$ cat src/rtl/dfr_pkg.sv
`default_nettype none

package dfr_pkg;

    localparam int HDR_BYTES = 40;
    localparam int HDR_AW = $clog2(HDR_BYTES + 1);
    localparam int CFG_W = 17;
    localparam int LEN_W = 16;
    localparam logic [CFG_W-1:0] MAX_PKT_RESET = 17'd65575;
    localparam logic [3:0] IP_VERSION = 4'd6;
    localparam int QUEUE_DEPTH = 4;

    typedef enum logic [1:0] {
        ST_OK      = 2'd0,
        ST_VERSION = 2'd1,
        ST_SIZE    = 2'd2
    } t_status;

    typedef struct packed {
        logic [7:0] data;
        logic       last;
        t_status    status;
    } t_cmd;

    typedef struct packed {
        logic valid;
        t_cmd cmd;
    } t_push;

    typedef enum logic [3:0] {
        S_HDR     = 4'b0001,
        S_REPLAY  = 4'b0010,
        S_PAYLOAD = 4'b0100,
        S_HALT    = 4'b1000
    } t_state;

endpackage

`default_nettype wire

$ cat src/rtl/dfr_front.sv
`default_nettype none

module dfr_front (
    input  wire logic                      i_clk,
    input  wire logic                      i_rst_n,
    input  wire logic                      i_valid,
    output logic                           o_ready,
    input  wire logic [7:0]                i_data_byte,
    input  wire logic [dfr_pkg::CFG_W-1:0] i_size_limit,
    input  wire logic                      i_full,
    output dfr_pkg::t_push                 o_push
);

    localparam int AW = dfr_pkg::HDR_AW;
    localparam int LW = dfr_pkg::LEN_W;
    localparam int CW = dfr_pkg::CFG_W;

    dfr_pkg::t_state r_state, n_state;
    logic [AW-1:0] r_count, n_count;
    logic [AW-1:0] r_rd_addr, n_rd_addr;
    logic [AW-1:0] r_push_idx, n_push_idx;
    logic          r_pend, n_pend;
    logic [7:0]    r_rd_data;
    logic [3:0]    r_ver, n_ver;
    logic [LW-1:0] r_len, n_len;
    logic [LW-1:0] r_rem, n_rem;
    logic [7:0]    r_mem [dfr_pkg::HDR_BYTES];

    logic          accept;
    logic          hdr_last;
    logic          size_bad;
    logic [CW-1:0] total;
    logic          issue;
    logic          rp_push;
    logic [LW-1:0] rem_base;
    logic [LW-1:0] rem_dec;

    function automatic logic hdr_push_end();
        return r_push_idx == AW'(dfr_pkg::HDR_BYTES - 1);
    endfunction

    assign accept   = i_valid && o_ready;
    assign hdr_last = (r_count == AW'(dfr_pkg::HDR_BYTES - 1));
    assign total    = CW'(dfr_pkg::HDR_BYTES) + CW'(r_len);
    assign size_bad = (total > i_size_limit);
    assign rp_push  = (r_state == dfr_pkg::S_REPLAY) && r_pend && !i_full;
    assign issue    = (r_state == dfr_pkg::S_REPLAY)
                      && (r_rd_addr != AW'(dfr_pkg::HDR_BYTES))
                      && (!r_pend || rp_push);
    assign rem_base = (r_rem == '0) ? LW'(1) : r_rem;
    assign rem_dec  = rem_base - LW'(1);

    always_comb begin
        unique case (r_state)
            dfr_pkg::S_HDR, dfr_pkg::S_PAYLOAD: o_ready = !i_full;
            dfr_pkg::S_REPLAY:                  o_ready = 1'b0;
            default:                            o_ready = 1'b1;
        endcase
    end

    always_comb begin
        n_state    = r_state;
        n_count    = r_count;
        n_rd_addr  = r_rd_addr;
        n_push_idx = r_push_idx;
        n_pend     = r_pend;
        n_ver      = r_ver;
        n_len      = r_len;
        n_rem      = r_rem;
        o_push     = '0;
        unique case (r_state)
            dfr_pkg::S_HDR: begin
                if (accept) begin
                    n_count = r_count + AW'(1);
                    if (r_count == AW'(0)) begin
                        n_ver = i_data_byte[7:4];
                    end
                    if (r_count == AW'(4)) begin
                        n_len[15:8] = i_data_byte;
                    end
                    if (r_count == AW'(5)) begin
                        n_len[7:0] = i_data_byte;
                    end
                    if (hdr_last) begin
                        n_count = '0;
                        if (r_ver != dfr_pkg::IP_VERSION) begin
                            n_state            = dfr_pkg::S_HALT;
                            o_push.valid       = 1'b1;
                            o_push.cmd.last    = 1'b1;
                            o_push.cmd.status  = dfr_pkg::ST_VERSION;
                        end else if (size_bad) begin
                            n_state            = dfr_pkg::S_HALT;
                            o_push.valid       = 1'b1;
                            o_push.cmd.last    = 1'b1;
                            o_push.cmd.status  = dfr_pkg::ST_SIZE;
                        end else begin
                            n_state    = dfr_pkg::S_REPLAY;
                            n_rd_addr  = '0;
                            n_push_idx = '0;
                            n_pend     = 1'b0;
                            n_rem      = r_len;
                        end
                    end
                end
            end
            dfr_pkg::S_REPLAY: begin
                if (issue) begin
                    n_rd_addr = r_rd_addr + AW'(1);
                end
                if (issue) begin
                    n_pend = 1'b1;
                end else if (rp_push) begin
                    n_pend = 1'b0;
                end
                if (rp_push) begin
                    o_push.valid      = 1'b1;
                    o_push.cmd.data   = r_rd_data;
                    o_push.cmd.status = dfr_pkg::ST_OK;
                    o_push.cmd.last   = hdr_push_end() && (r_len == '0);
                    n_push_idx        = r_push_idx + AW'(1);
                    if (hdr_push_end()) begin
                        n_state = (r_len == '0) ? dfr_pkg::S_HDR : dfr_pkg::S_PAYLOAD;
                    end
                end
            end
            dfr_pkg::S_PAYLOAD: begin
                if (accept) begin
                    n_rem             = rem_dec;
                    o_push.valid      = 1'b1;
                    o_push.cmd.data   = i_data_byte;
                    o_push.cmd.status = dfr_pkg::ST_OK;
                    o_push.cmd.last   = (rem_dec == '0);
                    if (rem_dec == '0) begin
                        n_state = dfr_pkg::S_HDR;
                    end
                end
            end
            default: begin
                n_state = dfr_pkg::S_HALT;
            end
        endcase
    end

    always_ff @(posedge i_clk) begin
        if (!i_rst_n) begin
            r_state    <= dfr_pkg::S_HDR;
            r_count    <= '0;
            r_rd_addr  <= '0;
            r_push_idx <= '0;
            r_pend     <= 1'b0;
            r_rem      <= '0;
        end else begin
            r_state    <= n_state;
            r_count    <= n_count;
            r_rd_addr  <= n_rd_addr;
            r_push_idx <= n_push_idx;
            r_pend     <= n_pend;
            r_rem      <= n_rem;
        end
    end

    always_ff @(posedge i_clk) begin
        r_ver <= n_ver;
        r_len <= n_len;
    end

    // header store, one write and one registered read port
    always_ff @(posedge i_clk) begin
        if (accept && (r_state == dfr_pkg::S_HDR)) begin
            r_mem[r_count] <= i_data_byte;
        end
        if (issue) begin
            r_rd_data <= r_mem[r_rd_addr];
        end
    end

    a_halt_silent: assert property (@(posedge i_clk) disable iff (!i_rst_n)
        (r_state == dfr_pkg::S_HALT) |-> !o_push.valid)
        else $error("item pushed while halted");

    a_err_halts: assert property (@(posedge i_clk) disable iff (!i_rst_n)
        (o_push.valid && (o_push.cmd.status != dfr_pkg::ST_OK))
        |=> (r_state == dfr_pkg::S_HALT))
        else $error("error item without halt");

    a_count_range: assert property (@(posedge i_clk) disable iff (!i_rst_n)
        r_count <= AW'(dfr_pkg::HDR_BYTES - 1))
        else $error("header count out of range");

endmodule

`default_nettype wire

$ cat src/rtl/dfr_back.sv
`default_nettype none

module dfr_back #(
    parameter int QUEUE_DEPTH = dfr_pkg::QUEUE_DEPTH
) (
    input  wire logic           i_clk,
    input  wire logic           i_rst_n,
    input  wire dfr_pkg::t_push i_push,
    output logic                o_full,
    output logic                o_valid,
    input  wire logic           i_ready,
    output dfr_pkg::t_cmd       o_res
);

    localparam int PW = (QUEUE_DEPTH > 1) ? $clog2(QUEUE_DEPTH) : 1;
    localparam int CNW = $clog2(QUEUE_DEPTH + 1);

    dfr_pkg::t_cmd r_q [QUEUE_DEPTH];
    logic [PW-1:0]  r_wr_ptr, n_wr_ptr;
    logic [PW-1:0]  r_rd_ptr, n_rd_ptr;
    logic [CNW-1:0] r_count, n_count;
    logic           r_out_valid, n_out_valid;
    dfr_pkg::t_cmd  r_out;

    logic pop;

    function automatic logic [PW-1:0] ptr_inc(input logic [PW-1:0] p);
        return (p == PW'(QUEUE_DEPTH - 1)) ? '0 : p + PW'(1);
    endfunction

    assign o_full  = (r_count == CNW'(QUEUE_DEPTH));
    assign pop     = (r_count != '0) && (!r_out_valid || i_ready);
    assign o_valid = r_out_valid;
    assign o_res   = r_out;

    always_comb begin
        n_wr_ptr    = i_push.valid ? ptr_inc(r_wr_ptr) : r_wr_ptr;
        n_rd_ptr    = pop ? ptr_inc(r_rd_ptr) : r_rd_ptr;
        n_count     = r_count + CNW'(i_push.valid) - CNW'(pop);
        n_out_valid = pop ? 1'b1 : (i_ready ? 1'b0 : r_out_valid);
    end

    always_ff @(posedge i_clk) begin
        if (!i_rst_n) begin
            r_wr_ptr    <= '0;
            r_rd_ptr    <= '0;
            r_count     <= '0;
            r_out_valid <= 1'b0;
        end else begin
            r_wr_ptr    <= n_wr_ptr;
            r_rd_ptr    <= n_rd_ptr;
            r_count     <= n_count;
            r_out_valid <= n_out_valid;
        end
    end

    always_ff @(posedge i_clk) begin
        if (i_push.valid) begin
            r_q[r_wr_ptr] <= i_push.cmd;
        end
        if (pop) begin
            r_out <= r_q[r_rd_ptr];
        end
    end

    a_no_overflow: assert property (@(posedge i_clk) disable iff (!i_rst_n)
        i_push.valid |-> !o_full)
        else $error("push into full queue");

    a_count_bound: assert property (@(posedge i_clk) disable iff (!i_rst_n)
        r_count <= CNW'(QUEUE_DEPTH))
        else $error("queue count above depth");

endmodule

`default_nettype wire

$ cat src/rtl/ipv6_stream_deframer.sv
`default_nettype none

// channel   direction  handshake           payload
// input     in         i_valid / o_ready   i_data_byte
// output    out        o_valid / i_ready   o_out_byte, o_end_of_packet, o_status
// config    in         i_cfg_we            i_cfg_wdata (packet size limit)
//
// header and payload bytes are taken one per cycle while o_ready is high
// a last header byte that passes both checks starts a replay of the 40-byte
// header store, one read port, during which no input item is taken
// output queue full holds off input; an error result halts the block until reset
// synchronous active-low reset; the size limit resets to 65575

module ipv6_stream_deframer #(
    parameter int QUEUE_DEPTH = dfr_pkg::QUEUE_DEPTH
) (
    input  wire logic                      i_clk,
    input  wire logic                      i_rst_n,
    input  wire logic                      i_valid,
    output logic                           o_ready,
    input  wire logic [7:0]                i_data_byte,
    output logic                           o_valid,
    input  wire logic                      i_ready,
    output logic [7:0]                     o_out_byte,
    output logic                           o_end_of_packet,
    output logic [1:0]                     o_status,
    input  wire logic                      i_cfg_we,
    input  wire logic [dfr_pkg::CFG_W-1:0] i_cfg_wdata
);

    logic [dfr_pkg::CFG_W-1:0] r_size_limit;
    dfr_pkg::t_push            push;
    logic                      full;
    dfr_pkg::t_cmd             res;

    always_ff @(posedge i_clk) begin
        if (!i_rst_n) begin
            r_size_limit <= dfr_pkg::MAX_PKT_RESET;
        end else if (i_cfg_we) begin
            r_size_limit <= i_cfg_wdata;
        end
    end

    dfr_front u_front (
        .i_clk        (i_clk),
        .i_rst_n      (i_rst_n),
        .i_valid      (i_valid),
        .o_ready      (o_ready),
        .i_data_byte  (i_data_byte),
        .i_size_limit (r_size_limit),
        .i_full       (full),
        .o_push       (push)
    );

    dfr_back #(
        .QUEUE_DEPTH (QUEUE_DEPTH)
    ) u_back (
        .i_clk   (i_clk),
        .i_rst_n (i_rst_n),
        .i_push  (push),
        .o_full  (full),
        .o_valid (o_valid),
        .i_ready (i_ready),
        .o_res   (res)
    );

    assign o_out_byte      = res.data;
    assign o_end_of_packet = res.last;
    assign o_status        = res.status;

endmodule

`default_nettype wire

$ cat config.mk
export PLATFORM = sky130hd
export DESIGN_NAME = ipv6_stream_deframer
export DESIGN_NICKNAME = d
export VERILOG_FILES = /design/src/rtl/dfr_pkg.sv /design/src/rtl/dfr_front.sv /design/src/rtl/dfr_back.sv /design/src/rtl/ipv6_stream_deframer.sv
export SDC_FILE = /design/constraint.sdc
export NUM_CORES = 1
export LEC_CHECK = 0
export ABC_AREA = 1
export BUFFER_PORTS_ARGS = -buffer_cell sky130_fd_sc_hd__clkbuf_2
export CORE_MARGIN = 3
export CORE_UTILIZATION = 50
export CTS_BUF_LIST = sky130_fd_sc_hd__clkbuf_16
export CTS_CLUSTER_SIZE = 30
export DETAILED_ROUTE_END_ITERATION = 10
export PLACE_DENSITY = 0.68
export SYNTH_ARGS = -nofsm -noshare
export SYNTH_HDL_FRONTEND = slang
export SYNTH_SLANG_ARGS = --single-unit
$ cat constraint.sdc
create_clock -name i_clk -period 3.3 [get_ports i_clk]
set_input_delay 0.66 -clock i_clk [delete_from_list [all_inputs] [get_ports i_clk]]
set_output_delay 0.66 -clock i_clk [all_outputs]
set_load 0.01 [all_outputs]
# Word level (Yosys, flattened, before mapping)
# Memory sizes are Yosys's and may differ from the RTL's. A register that Yosys moved wholly into a read port is not among the register bits.
# Cells that the tools add are included.
dict set report classes {
  n_addsub 9
  mul 0
  n_div 0
  magnitude_cmp 1
  eq_ne 22
  shifts 0
  n_mux 55
  bitwise_logic 0
  reduce_logical 31
}
# op n
set ops {}
lappend ops {{$mux W16} 6}
lappend ops {{$logic_not A16 Y1} 3}
lappend ops {{$mux W6} 7}
lappend ops {{$mux W4} 8}
lappend ops {{$pmux W16 S2} 1}
lappend ops {{$reduce_and A6 Y1} 5}
lappend ops {{$mux W12} 2}
lappend ops {{$pmux W6 S2} 2}
lappend ops {{$add A6 B1 Y6 const B} 3}
lappend ops {{$add A6 B16 Y17 const A} 1}
lappend ops {{$gt A17 B17 Y1} 1}
lappend ops {{$mux W1} 16}
lappend ops {{$pmux W8 S2} 1}
lappend ops {{$sub A16 B1 Y16 const B} 1}
lappend ops {{$mux W3} 5}
lappend ops {{$eq A6 B3 Y1 const B} 2}
lappend ops {{$eq A6 B6 Y1 const B} 2}
lappend ops {{$ne A2 B1 Y1 const B} 6}
lappend ops {{$pmux W4 S3} 1}
lappend ops {{$pmux W3 S3} 1}
lappend ops {{$reduce_and A3 Y1} 3}
lappend ops {{$logic_and A1 B1 Y1} 8}
lappend ops {{$logic_not A6 Y1} 1}
lappend ops {{$ne A2 B2 Y1 const B} 3}
lappend ops {{other kinds (20)} 29}
dict set report word_totals {
  reg_bits 84
  latchBits 0
  mem_bits_rw 364
  romBits 0
  input_bits 30
  out_inout_bits 13
  word_cells 134
  n_memories 2
}
# name depth width rd rd_ports_with_merged_regs wr line_no
set memory_table {}
lappend memory_table {u_front.r_mem 40 8 1 1 1 dfr_front.sv:27} ;# logic [7:0] r_mem [dfr_pkg::HDR_BYTES];
lappend memory_table {u_back.r_q 4 11 1 1 1 dfr_back.sv:18} ;# dfr_pkg::t_cmd r_q [QUEUE_DEPTH];

# Longest topological paths before layout
dict set report logic_depth {
  ltp_word 9
  ltp_mapped 27
  mapped_depth_nobuf 27
}

# By module
# Synthesis repeated with hierarchy kept, for this count alone.
dict set report unflattened {
  hier_cells 1805
  area_unflattened_um2 20068.0
}
# mod instances cells_per_inst area_per_inst_um2 seq_area_each_um2
set modules_own_cells {}
lappend modules_own_cells {dfr_front 1 1524 16941.2 11230.8}
lappend modules_own_cells {dfr_back 1 183 2442.3 1811.7}
lappend modules_own_cells {ipv6_stream_deframer 1 98 684.4 340.3}

# Worst setup path before layout
# OpenSTA, ideal clock, no wires.
dict set report synth_timing {
  kind {register to register}
  from {reg u_front.r_len[3]}
  to {reg u_back.r_count[2]}
  setup_time_ns 0.070
  arrival_time_ns 3.447
  required_ns 3.230
  setup_slack_ns -0.217
  path_stages_with_launch 27
  path_buffers 0
  period_less_slack_ns 3.517
  cell_sequence {edfxtp_1 ha_1 nor2_1 nor2_1 nand3_1 nor2_1 nand2_1 xor2_1 ha_1 nand2_1 inv_1 nand3_1 nor2_1 nand4_1 nand3_1 nand2_1 nand2_1 nand2_1 nand2_1 inv_1 ha_1 inv_1 ha_1 fa_1 inv_1 o21ai_0 a21oi_1}
}
dict set report synth_via {
  elab_chain_len 9
}
# item line_no
set synth_lines {}
lappend synth_lines {{from (decl)} dfr_front.sv:25} ;# logic [LW-1:0] r_len, n_len;
lappend synth_lines {{from (signal assigned)} dfr_front.sv:164} ;# r_len <= n_len;
lappend synth_lines {{$add A6 B16 Y17} dfr_front.sv:44} ;# assign total = CW'(dfr_pkg::HDR_BYTES) + CW'(r_len);
lappend synth_lines {{$gt A17 B17 Y1} dfr_front.sv:45} ;# assign size_bad = (total > i_size_limit);
lappend synth_lines {{$mux W1} dfr_front.sv:91} ;# end else if (size_bad) begin
lappend synth_lines {{$mux W1} dfr_front.sv:86} ;# if (r_ver != dfr_pkg::IP_VERSION) begin
lappend synth_lines {{$mux W1} dfr_front.sv:84} ;# if (hdr_last) begin
lappend synth_lines {{$mux W1} dfr_front.sv:73} ;# if (accept) begin
lappend synth_lines {{$pmux W1 S3} dfr_front.sv:71} ;# unique case (r_state)
lappend synth_lines {{$add A3 B1 Y3} dfr_back.sv:39} ;# n_count = r_count + CNW'(i_push.valid) - CNW'(pop);
lappend synth_lines {{$sub A3 B1 Y3} dfr_back.sv:39}
lappend synth_lines {{to (signal assigned)} dfr_back.sv:52} ;# r_count <= n_count;
lappend synth_lines {{to (decl)} dfr_back.sv:21} ;# logic [CNW-1:0] r_count, n_count;
# Every way passes these cells.
# A chain may end at the register's enable or synchronous reset.

# Worst setup path after layout
dict set report layout_timing {
  from {reg u_front.r_len[3]}
  to {reg u_back.r_count[1]}
}
dict set report layout_via {
  elab_chain_len 9
}
# item line_no
set layout_lines {}
lappend layout_lines {{$add A6 B16 Y17} dfr_front.sv:44}
lappend layout_lines {{$gt A17 B17 Y1} dfr_front.sv:45}
lappend layout_lines {{$mux W1} dfr_front.sv:91}
lappend layout_lines {{$mux W1} dfr_front.sv:86}
lappend layout_lines {{$mux W1} dfr_front.sv:84}
lappend layout_lines {{$mux W1} dfr_front.sv:73}
lappend layout_lines {{$pmux W1 S3} dfr_front.sv:71}
lappend layout_lines {{$add A3 B1 Y3} dfr_back.sv:39}
lappend layout_lines {{$sub A3 B1 Y3} dfr_back.sv:39}
lappend layout_lines {{net u_back.n_count[1]} dfr_back.sv:21}
# The timed path passes the listed nets, and every way through them passes these cells.

==> metrics.md <==
| Metric | Value |
|---|---|
| FF+latch count, synth | 467 |
| Die footprint | 0.04227 mm2 |
| Yosys warns | 0 |
| Pleak | 0.008524 uW |
| Share of cells above drive strength 1 | 14.67% |
| Fin crit period | approximately 3600 ps |
| Global-route wire length before repair | 75220 um |
| Clk slew on worst S/H paths | 60 ps |
| Switching Share | 23.15% |
| Core box area | ~0.04 mm2 |
| Netlist cell types | 44 |
| Worst-Margin Slew | between 1000 and 1500 ps |
| Mux contribution to synthesized area | 0% |
| Crit-path slowest cell | fa_2 |
| Initial Util | 51.07% |
| CTS tree | built |
| Clock Sinks | between 400 and 500 |
| Worst Min Path Start | i_cfg_wdata[0] |
| Psw | approximately 3000 uW |
| Max-slew violation count | 0 |
| Largest family of logic cells by synthesized area | simple AND/OR/NAND/NOR gates |
| Reg-to-reg startpoint | u_front.r_len[3] |
| Area share of xor/xnor cells in the synthesized design | ~1.0% |
| # Max-Cap Violations | 0 |
| Number of global-route vias before repair | 13756 |
| Die H | roughly 200 um |
| Crit path required time | 3810 ps |
| Final setup fails | 11 |
| Fmax | 278.4 MHz |
| RSZ-0062 raised after global routing | true |
| Clock power frac | between 40% and 50% |
| Port Buf Inserts | 42 |
| Critical Path Sink Type | register |
| Combinational fraction of design power | about 8.1% |
| FP Rows | 72 |
| Crit. Startpoint | u_front.r_len[3] |
| Residual DRC | 0 |
| Startpoint Class | register |
| Max-slew headroom | a little under a third |
| Root buf cell | clkbuf_16 |
| R2r setup slk | -290 ps |
| Detailed router's first-iteration violation count | about 1300 |
| Fin crit share | 108.8% |
| First drt pass iteration count | 6 |
| Final hold viol count | 0 |
| Seq/Total Area, Yosys | 67.18% |
| Setup Skew | between 15 and 20 ps |
| Syn Area/Cell | 11.06 um2 |
| Commonest non-fill, non-tap cells in the layout | edfxtp_1, nor2_1, o21ai_0 |
| Antenna violations before repair | 0 |
| Vias/cell | 5.715 |
| Commonest non-fill, non-tap cell in the layout | edfxtp_1 |
| Pin count of the biggest net entering global routing | 164 |
| Routed Antenna Nets | 0 |
| Cell area power density | 560.6 mW/mm2 |
| Cell area after synthesis | ~0.020 mm2 |
| Cells after synthesis | about 1800 |
| Pint | a little under 10000 uW |
| Adder-cell share of the synthesized area | 2.173% |
| CTS max path bufs | 3 |
| Vias | ~14000 |
| Final HPWL DP | 30060 um |
| Syn nets | between 1500 and 2000 |
| Congestion Overflow GR | 0 |
| Outcome | finished, violations left |
| Nets | roughly 2000 |
| Sequential Power Share | 51.9% |
| VDD IR max | 0.6283 mV |
| Area growth syn-to-layout | 15.74% |
| Reg-to-reg endpoint | u_back.r_count[1] |
| Final wirelength | 48830 um |
| Post-Synth Simple-Gate Area | approximately 14% |
| # IOs | 43 |
| Diode count | 0 |
| Overall Power | 12930 uW |
| Type of the worst setup path | register to register |
| Complex-gate fraction of the synthesized area | around 11% |
| WL/cell | slightly below 20 um |
| Critical Path End | u_back.r_count[1] |
| Gr usage total | 22.88% |
| Worst Hold Class | input pin to register |
| Crit-path max FO | 3 |
| Worst skew pair latency | 570 ps |
| Chip width | 205.6 um |
| H-tree levels | 2 |
| Worst path max stage delay | around 510 ps |
| Final worst setup slack | -291.9 ps |
| Failing checks | negative setup slack |
| Crit-path most repeated cell | nand2_2 |
| Worst r2r path cells | 25 |
| Worst Path Arrival | 4100 ps |
| Total CTS buffers | 48 |
| Worst hold slack | 314.5 ps |
| Routability cong. | 0.8951 |
| Fill cells | around 3100 |
[cells in the mapped netlist, drive strengths merged]
library cell / number / area, um2
nand3b: 1 / 7.510
a21oi: 46 / 241.5
ha: 33 / 412.9
nor3b: 2 / 15.01
nor4: 5 / 37.53
dfxtp: 64 / 1281
a31oi: 3 / 18.77
o221ai: 36 / 315.3
o21bai: 1 / 7.510
clkbuf: 72 / 270.3
o21ai: 238 / 1191
o211ai: 12 / 90.09
and3: 3 / 18.77
fa: 1 / 20.02
o22ai: 55 / 344.1
nand4: 36 / 231.5
edfxtp: 403 / 12100
nand2: 199 / 762.0
xnor2: 3 / 26.28
and2: 2 / 12.51
nor3: 11 / 65.06
nand3: 74 / 392.9
nor2: 336 / 1294
buf: 16 / 90.08
o21a: 2 / 15.01
a21o: 1 / 7.510
clkinv: 5 / 18.77
inv: 121 / 456.7
xor2: 20 / 175.2
[worst max-delay path, delay by kind of cell (launching register included)]
| kind | cells | cell delay [ps] |
|---|---|---|
| compound gates | 1 | 160 |
| xor+xnor | 1 | 140 |
| fa+ha+maj | 4 | 1200 |
| buf+inv | 6 | 420 |
| flops | 1 | 390 |
| simple gates | 13 | 1230 |
[state kept, by name (all words and copies together) (netlist names), 2 cells and up]
register            count
u_front.r_mem         320
u_back.r_q             44
r_size_limit           17
u_front.r_len          16
u_front.r_rem          16
u_back.o_res           11
u_front.r_rd_data       8
u_front.r_count         6
u_front.r_push_idx      6
u_front.r_rd_addr       6
u_front.r_state         4
u_front.r_ver           4
u_back.r_count          3
u_back.r_rd_ptr         2
u_back.r_wr_ptr         2
[power groups by stage]
stage / Clock [uW] / Combinational (uW) / Sequential [uW]
final: 5160 / 1050 / 6710
after floorplan: 0 / 567 / 6860
after global routing: 5480 / 1180 / 6730
after detailed placement: 0 / 1030 / 6830
after global placement: 0 / 996 / 6830
after CTS: 5260 / 1050 / 6710
[stage by stage]
stage / instances / TNS, ps / instance area, um2 / util, % / setup WS (ps)
detailed placement: 2382 / -1017 / 21310 / 54.64 / -375.9
CTS: 2477 / -384.7 / 22910 / 58.73 / -203.4
floorplan: 1801 / -257.3 / 19950 / - / -132.8
finish: 2481 / -678.0 / 23060 / 59.11 / -291.9
global route: 2481 / -14110 / 23060 / 59.11 / -525.4
global placement: 2382 / -481.5 / 21310 / 54.64 / -258.2
[area by class of cell]
type                    instances  area (um2)  share of cell area [%]
well taps                     518       648.1                   2.811
clock buffers                  50        1251                   5.427
repair buffers                160        1156                   5.014
multi-input cells            1123        5883                   25.52
flip-flops and latches        467       13390                   58.07
inverters                     126       478.0                   2.073
clock inverters                37       251.5                   1.091
[how the worst min path moves through the flow]
stage	slack, ps	cells after the start	endpoint
floorplan	440	2	r_size_limit[0]
global placement	450	2	u_front.r_push_idx[4]
detailed placement	460	2	u_front.r_push_idx[4]
CTS	290	3	r_size_limit[0]
global route	310	3	r_size_limit[0]
finish	310	3	r_size_limit[0]
[per-layer routing]
metal	vias up	share of wire, %	global-route usage (%)
met3	105	7.6	4.050
met1	6836	42	30.95
met4	0	2.7	7.420
met5	-	0	0
met2	563	48	37.78
li1	6674	-	-
[logic make-up (layout without fill, tap and decap cells)]
family,after synthesis,after routing
AND/OR/NAND/NOR,669,672
flip-flops,467,467
AO/OA/AOI/OAI,394,394
buffers and inverters,214,373
adder cells (fa/ha/maj),34,34
XOR/XNOR,23,23
[timing repair]
action | CTS | global route
setup endpoints to repair | 55 | 83
hold endpoints to repair | 0 | 0
gates resized for setup | 15 | 24
pin swaps | 21 | 14
gates cloned | 0 | 3
buffers inserted | 8 | 2
hold buffers | 0 | 0
(Power assumes the default switching activity.)
